## config.mk

```make
export PLATFORM = sky130hd
export DESIGN_NAME = banked_register_mode_switch
export DESIGN_NICKNAME = d
export VERILOG_FILES = /design/src/sv/brms_pkg.sv /design/src/sv/brms_req_reg.sv /design/src/sv/brms_bank_store.sv /design/src/sv/brms_core.sv /design/src/sv/banked_register_mode_switch.sv
export SDC_FILE = /design/constraint.sdc
export NUM_CORES = 2
export LEC_CHECK = 0
export ABC_AREA = 0
export BUFFER_PORTS_ARGS = -buffer_cell sky130_fd_sc_hd__clkbuf_2
export CAP_MARGIN = 30
export CORE_MARGIN = 10
export CORE_UTILIZATION = 25
export DETAILED_ROUTE_END_ITERATION = 16
export HOLD_SLACK_MARGIN = 0.15
export PLACE_DENSITY = 0.39
export SYNTH_ARGS = -nofsm -noshare
export SYNTH_HDL_FRONTEND = slang
export SYNTH_HIERARCHICAL = 1
export SYNTH_SLANG_ARGS = --single-unit
```

## constraint.sdc

```tcl
create_clock -name clk -period 4.9 [get_ports clk]
set_input_delay 0.245 -clock clk [delete_from_list [all_inputs] [get_ports clk]]
set_output_delay 0.245 -clock clk [all_outputs]
set_load 0.02 [all_outputs]
```

## src/sv/brms_pkg.sv

```systemverilog
// Types, codes and the mode-to-bank mapping for the banked register file.
package brms_pkg;

    localparam int WORD_W    = 32;
    localparam int MODE_W    = 5;
    localparam int IDX_W     = 4;
    localparam int NUM_REGS  = 16;
    localparam int NUM_BANKS = 6;
    localparam int BANK_W    = 3;
    localparam int HI_CNT    = 5;
    localparam int HI_BASE   = 8;
    localparam int REG_SP    = 13;
    localparam int REG_LR    = 14;

    typedef logic [WORD_W-1:0] word_t;
    typedef logic [MODE_W-1:0] mode_t;
    typedef logic [IDX_W-1:0]  idx_t;
    typedef logic [BANK_W-1:0] bank_t;

    typedef enum logic [1:0] {
        REQ_MODE   = 2'd0,
        REQ_READ   = 2'd1,
        REQ_WRITE  = 2'd2,
        REQ_STATUS = 2'd3
    } req_kind_t;

    localparam mode_t MODE_USR  = 5'd16;
    localparam mode_t MODE_FAST = 5'd17;
    localparam mode_t MODE_INTR = 5'd18;
    localparam mode_t MODE_SVC  = 5'd19;
    localparam mode_t MODE_ABT  = 5'd23;
    localparam mode_t MODE_UND  = 5'd27;
    localparam mode_t MODE_SYS  = 5'd31;

    localparam bank_t BANK_USR  = 3'd0;
    localparam bank_t BANK_FAST = 3'd1;
    localparam bank_t BANK_INTR = 3'd2;
    localparam bank_t BANK_SVC  = 3'd3;
    localparam bank_t BANK_ABT  = 3'd4;
    localparam bank_t BANK_UND  = 3'd5;

    typedef struct packed {
        logic [1:0] req_type;
        mode_t      new_mode;
        idx_t       reg_index;
        word_t      write_data;
    } req_t;

    typedef struct packed {
        word_t read_data;
        mode_t current_mode;
        word_t saved_status;
    } rsp_t;

    typedef struct packed {
        logic  swap;
        logic  fiq_swap;
        logic  to_fiq;
        bank_t old_bank;
        bank_t new_bank;
    } swap_ctrl_t;

    typedef struct packed {
        word_t                  sp;
        word_t                  lr;
        word_t                  status;
        logic [HI_CNT-1:0][WORD_W-1:0] hi;
    } bank_data_t;

    function automatic bank_t bank_of(input mode_t m);
        bank_t b;
        case (m)
            MODE_FAST: b = BANK_FAST;
            MODE_INTR: b = BANK_INTR;
            MODE_SVC:  b = BANK_SVC;
            MODE_ABT:  b = BANK_ABT;
            MODE_UND:  b = BANK_UND;
            default:   b = BANK_USR;
        endcase
        return b;
    endfunction

endpackage

```

## src/sv/brms_req_reg.sv

```systemverilog
// Input register: captures one request transaction per cycle.
module brms_req_reg (
    input  logic          clk,
    input  logic          rst_n,
    input  logic          load,
    input  brms_pkg::req_t req_in,
    output logic          valid,
    output brms_pkg::req_t req_out
);
    import brms_pkg::*;

    logic valid_reg;
    req_t req_reg;

    always_ff @(posedge clk or negedge rst_n)
    begin
        if (!rst_n)
        begin
            valid_reg <= 1'b0;
        end
        else
        begin
            valid_reg <= load;
        end
    end

    always_ff @(posedge clk)
    begin
        if (load)
        begin
            req_reg <= req_in;
        end
    end

    assign valid   = valid_reg;
    assign req_out = req_reg;

endmodule

```

## src/sv/brms_bank_store.sv

```systemverilog
// Banked SP/LR/status slots per bank and the two r8-r12 sets (normal and FIQ).
module brms_bank_store (
    input  logic                 clk,
    input  logic                 rst_n,
    input  brms_pkg::swap_ctrl_t ctrl,
    input  brms_pkg::bank_data_t live,
    output brms_pkg::bank_data_t banked
);
    import brms_pkg::*;

    word_t sp_bank_reg     [NUM_BANKS];
    word_t lr_bank_reg     [NUM_BANKS];
    word_t status_bank_reg [NUM_BANKS];
    logic [HI_CNT-1:0][WORD_W-1:0] hi_usr_reg;
    logic [HI_CNT-1:0][WORD_W-1:0] hi_fiq_reg;

    always_ff @(posedge clk or negedge rst_n)
    begin
        if (!rst_n)
        begin
            for (int b = 0; b < NUM_BANKS; b++)
            begin
                sp_bank_reg[b]     <= '0;
                lr_bank_reg[b]     <= '0;
                status_bank_reg[b] <= '0;
            end
            hi_usr_reg <= '0;
            hi_fiq_reg <= '0;
        end
        else
        begin
            if (ctrl.swap)
            begin
                sp_bank_reg[ctrl.old_bank]     <= live.sp;
                lr_bank_reg[ctrl.old_bank]     <= live.lr;
                status_bank_reg[ctrl.old_bank] <= live.status;
            end
            if (ctrl.fiq_swap)
            begin
                if (ctrl.to_fiq)
                begin
                    hi_usr_reg <= live.hi;
                end
                else
                begin
                    hi_fiq_reg <= live.hi;
                end
            end
        end
    end

    always_comb
    begin
        banked.sp     = sp_bank_reg[ctrl.new_bank];
        banked.lr     = lr_bank_reg[ctrl.new_bank];
        banked.status = status_bank_reg[ctrl.new_bank];
        banked.hi     = ctrl.to_fiq ? hi_fiq_reg : hi_usr_reg;
    end

endmodule

```

## src/sv/brms_core.sv

```systemverilog
// Live registers, mode and saved status; applies one request and registers the result.
module brms_core (
    input  logic           clk,
    input  logic           rst_n,
    input  logic           valid,
    input  brms_pkg::req_t req,
    output logic           done,
    output brms_pkg::rsp_t rsp
);
    import brms_pkg::*;

    word_t gregs_reg  [NUM_REGS];
    word_t gregs_next [NUM_REGS];
    mode_t mode_reg;
    mode_t mode_next;
    word_t status_reg;
    word_t status_next;
    logic  done_reg;
    rsp_t  rsp_reg;
    rsp_t  rsp_next;

    swap_ctrl_t ctrl;
    bank_data_t live;
    bank_data_t banked;
    logic       mode_chg;

    always_comb
    begin
        mode_chg      = valid && (req.req_type == REQ_MODE) && (req.new_mode != mode_reg);
        ctrl.old_bank = bank_of(mode_reg);
        ctrl.new_bank = bank_of(req.new_mode);
        ctrl.swap     = mode_chg && (ctrl.old_bank != ctrl.new_bank);
        ctrl.fiq_swap = ctrl.swap && ((req.new_mode == MODE_FAST) || (mode_reg == MODE_FAST));
        ctrl.to_fiq   = (ctrl.new_bank == BANK_FAST);

        live.sp     = gregs_reg[REG_SP];
        live.lr     = gregs_reg[REG_LR];
        live.status = status_reg;
        for (int i = 0; i < HI_CNT; i++)
        begin
            live.hi[i] = gregs_reg[HI_BASE + i];
        end
    end

    brms_bank_store u_bank (
        .clk    (clk),
        .rst_n  (rst_n),
        .ctrl   (ctrl),
        .live   (live),
        .banked (banked)
    );

    always_comb
    begin
        gregs_next  = gregs_reg;
        mode_next   = mode_reg;
        status_next = status_reg;
        if (mode_chg)
        begin
            mode_next = req.new_mode;
        end
        if (ctrl.swap)
        begin
            gregs_next[REG_SP] = banked.sp;
            gregs_next[REG_LR] = banked.lr;
            status_next        = banked.status;
        end
        if (ctrl.fiq_swap)
        begin
            for (int i = 0; i < HI_CNT; i++)
            begin
                gregs_next[HI_BASE + i] = banked.hi[i];
            end
        end
        if (valid && (req.req_type == REQ_WRITE))
        begin
            gregs_next[req.reg_index] = req.write_data;
        end
        if (valid && (req.req_type == REQ_STATUS))
        begin
            status_next = req.write_data;
        end

        rsp_next.read_data    = (req.req_type == REQ_READ) ? gregs_reg[req.reg_index] : '0;
        rsp_next.current_mode = mode_next;
        rsp_next.saved_status = status_next;
    end

    always_ff @(posedge clk or negedge rst_n)
    begin
        if (!rst_n)
        begin
            for (int r = 0; r < NUM_REGS; r++)
            begin
                gregs_reg[r] <= '0;
            end
            mode_reg   <= MODE_SYS;
            status_reg <= '0;
            done_reg   <= 1'b0;
        end
        else
        begin
            gregs_reg  <= gregs_next;
            mode_reg   <= mode_next;
            status_reg <= status_next;
            done_reg   <= valid;
        end
    end

    always_ff @(posedge clk)
    begin
        if (valid)
        begin
            rsp_reg <= rsp_next;
        end
    end

    assign done = done_reg;
    assign rsp  = rsp_reg;

endmodule

```

## src/sv/banked_register_mode_switch.sv

```systemverilog
// Top level: banked register file with processor-mode switching.
//
//   channel   signals            transaction when
//   request   start, busy, req   start && !busy at rising clk
//   result    done, rsp          done high for one cycle
//
// A request is captured in the input register, then applied to the live state
// as the core registers done and the result; busy stays low, so one request
// is taken every cycle. rst_n clears the general registers, banks and
// status, and sets system mode. The receiver cannot stall; every result is
// shown exactly once.
module banked_register_mode_switch (
    input  logic           clk,
    input  logic           rst_n,
    input  logic           start,
    output logic           busy,
    input  brms_pkg::req_t req,
    output logic           done,
    output brms_pkg::rsp_t rsp
);
    import brms_pkg::*;

    logic q_valid;
    req_t q_req;

    assign busy = 1'b0;

    brms_req_reg u_req (
        .clk     (clk),
        .rst_n   (rst_n),
        .load    (start && !busy),
        .req_in  (req),
        .valid   (q_valid),
        .req_out (q_req)
    );

    brms_core u_core (
        .clk   (clk),
        .rst_n (rst_n),
        .valid (q_valid),
        .req   (q_req),
        .done  (done),
        .rsp   (rsp)
    );

    a_latency: assert property (@(posedge clk) disable iff (!rst_n)
        (start && !busy) |-> ##2 done)
        else $error("request without result two cycles later");

    a_read_only: assert property (@(posedge clk) disable iff (!rst_n)
        (done && (rsp.read_data != '0)) |-> ($past(q_req.req_type) == REQ_READ))
        else $error("nonzero read data on a non-read transaction");

    a_mode_hold: assert property (@(posedge clk) disable iff (!rst_n)
        (done && $past(done) && ($past(q_req.req_type) != REQ_MODE))
        |-> (rsp.current_mode == $past(rsp.current_mode)))
        else $error("mode changed without a mode-change transaction");

endmodule

```

==> results by stage <==
Outcome:
- The run finished with clean final reports.

Worst setup path:
- The kind of end point of the critical path is a flop.
- Of all nets on the critical path, the largest fanout is 42.
- For the worst setup path, the data required time is 5600 ps.
- The worst setup path is launched from a flop.
- Data on the critical path arrives at its endpoint at 4490 ps.
- The critical path class is reg -> reg.

GRT:
- The total overflow left after global routing is 0.
- Entering global routing, the biggest net connects 136 pins.
- The overall fraction of global-route tracks in use is approximately 15%.
- The number of global-route vias before repair is ~47000.
- The initial antenna violation count is 20.
- The wire length of the first global-routing pass is 341400 µm.

Clock network:
- Clock latency on the worst-skew pair, taken at its later pin, is about 860 ps.
- Clock-pin slew was measured on the worst setup and hold paths at 60 ps.
- The maximum clock insertion buffer count is 4.
- The clock tree from TritonCTS is built.
- The tree built by TritonCTS fans out to 1559 sinks.
- The root buffer cell is clkbuf_16.
- In this run, CTS created clock tree buffers numbering ~190.
- CTS built an H-tree with a depth of 4.
- Once the clock tree was built, the resizer swapped 0 gates to a different size.

Synthesis:
- The cell with the most instances after synthesis is dfrtp_1.
- The area fraction of the dominant cell type after synthesis is ~50%.
- The Yosys step of the flow raised 6 warnings.
- By area the synthesized netlist is led by dfrtp_1 51%, mux2_2 22%, mux4_2 5.1%.
- The number of nets in the synthesized netlist is between 5000 and 6000.
- For this run, the leading register cell type out of synthesis is dfrtp_1.
- Counting flops and latches in the post-synthesis netlist gives roughly 1600.
- The number of enable flip-flop cells after synthesis is 112.
- The average size of a mapped cell is 14.30 µm².
- The biggest area consumer among synthesized cells is dfrtp_1.
- After synthesis the cells add up to roughly 71000 µm².
- The number of distinct standard cells referenced by the synthesized netlist is 49.
- The fraction of registers with async set or reset after synthesis is 92.82%.
- The number of cells produced by synthesis is 4967.
- Sorting the synthesized cells by how often they occur yields 1442 x dfrtp_1, 1389 x mux2_2, 224 x mux2i_1.
- Of the synthesized area, sequential elements account for 55.72%.

Floorplanning:
- The placement row count is 195.
- The die is 553.0 µm wide.
- The full die area is 305800 µm².
- The initial standard-cell utilization of the core is 25.14%.
- Pin placement for this block handled around 120 I/O pins.
- The floorplan step set the die height to ~550 µm.
- The placeable core area is 282500 µm².

Place:
- After legalization and detailed placement, the total HPWL measured 131100 µm.
- The total instance count after detailed placement is 8548.
- The last weighted congestion value of the routability-driven placer is slightly above 0.7.
- The quantity of I/O buffers inserted on ports is 115.

Timing:
- The max-slew headroom at the worst pin is 31.38%.
- The final-report setup violation count is 0.
- Setup repair after global routing left no endpoint under its margin.
- The maximum clock rate is ~260 MHz.
- The number of hold violations in the final report came to 0.
- At the pin with the least slew margin, the transition time is 1029 ps.
- The minimum hold slack is ~280 ps.
- The clock tree skew after final layout is about 74 ps.
- The number of slew-limit violations in the final report was 0.
- After layout, the minimum clock period comes to roughly 3800 ps.
- The worst path uses about 77% of the clock period.
- The total negative slack for setup checks is 0 ps.

Job:
- The reported max-cap violation count is 0.

Cells and area:
- The growth of design area from synthesis to finish is 17.42%.
- Counting the fill cells in the layout gives 28420.
- Cells fill just under 30% of the core in the end.
- The final-stage net count is 5133.
- The number of non-filler instances in the completed layout is 8972.
- The register with the most flip-flops in the layout has 512 of them.
- Cells with a size suffix above 1 make up 41.16% of the layout.

Hold path:
- The classification of the worst-slack hold path is in -> async.

Drt:
- Detailed routing inserted a total of 43940 vias.
- After the first detailed-routing iteration, the DRC count stood at 2380.
- After detailed routing, the number of remaining DRC violations is 0.
- The average wire per standard cell is ~26 µm.
- Wires add up to approximately 230000 µm.
- In the routed layout, each cell is associated on average with a via count of just under 5.
- In this run the remaining antenna-violating nets after routing total 0.
- The first-pass iteration count of the detailed router is 5.

Pwr:
- The worst IR drop on VDD is around 0.00024 V.
- For this design the static power due to leakage is 36.33 nW.
- For this design the ratio of total power to cell area is roughly 450 nW/µm².
- The design draws 0.03762 W.
## per-stage QoR
stage | area [µm²] | worst slack [ps]
after floorplan | 71030 | 502.8
after global placement | 76280 | 1140
after detailed placement | 76380 | 1146
after CTS | 83340 | 1109
after global routing | 83390 | 952.8
final | 83410 | 1107
## path summary, 6_finish.rpt
check | from | to | slack, ps | depth (start not counted)
setup / recovery | u_req/req_out[39] | u_core/u_bank/sp_bank_reg[8] | 1110 | 7
min in group clk | req[42] | u_req/req_out[42] | 310 | 2
max in group asynchronous | rst_n | u_core/status_reg[26] | 3790 | 3
hold reg to reg | u_core/u_bank/sp_bank_reg[53] | u_core/u_bank/sp_bank_reg[53] | 480 | 1
setup reg to reg | u_req/req_out[39] | u_core/u_bank/sp_bank_reg[8] | 1110 | 7
hold / removal | rst_n | u_core/gregs_reg[484] | 280 | 3
## area by class of cell
class	instances	area (µm²)	share of cell area, %
Antenna cell	5	12.51	0.01500
Clock buffer	295	5736	6.877
Clock inverter	35	334.1	0.4005
Inverter	2	7.507	0.009001
Multi-Input combinational cell	2973	29760	35.68
Sequential cell	1559	39580	47.46
Tap cell	3743	4683	5.615
Timing Repair Buffer	360	3293	3.948
## critical path, cell delays in order, from the launching register on
cell and delay (ps):
edfxtp_1 530, xor2_1 200, nor3_2 490, a31o_4 700, nor2_1 210, nand4b_1 550
buf_4 520, mux2_2 390
## timing repair
| item | in CTS | in global routing |
|---|---|---|
| hold buffers | 87 | 0 |
| buffers inserted | 0 | 0 |
| endpoints found under the hold margin | 518 | 0 |
## kinds of logic (layout without fill, tap and decap cells)
family,count (synthesis),count (layout),synth area share [%]
flops,1559,1559,55.72
compound gates,599,599,6.650
other cells,1,6,0.005280
mux,1826,1826,31.09
simple gates,539,539,3.682
xor+xnor,8,8,0.09864
buf+inv,435,692,2.751
## layer usage
layer  routed length (µm)  up-vias  track usage, %
li1                     -    18910               -
met4                 4341        4           2.894
met3                 8172      310           2.313
met2               100900      765           22.40
met5                   27        -               0
met1               117000    23940           21.80
## placed cells by master, fill, tap and decap left out, types with 97 or more instances in the layout
master        n
dfrtp_1    1441
mux2_2     1389
mux2i_1     224
clkbuf_16   195
nor2_1      185
nand2_1     174
mux4_2      160
clkbuf_2    113
buf_4       112
edfxtp_1    112
o211ai_1     97
## report_power, final
part           internal (W)  total [W]  leakage (nW)  switching, W
combinational       0.00341    0.00660          13.2       0.00319
sequential           0.0154     0.0171          20.1       0.00172
clock               0.00820     0.0139          3.00       0.00568
total                0.0270     0.0376          36.3        0.0106
Note: power is estimated with default switching activity, not from simulation.
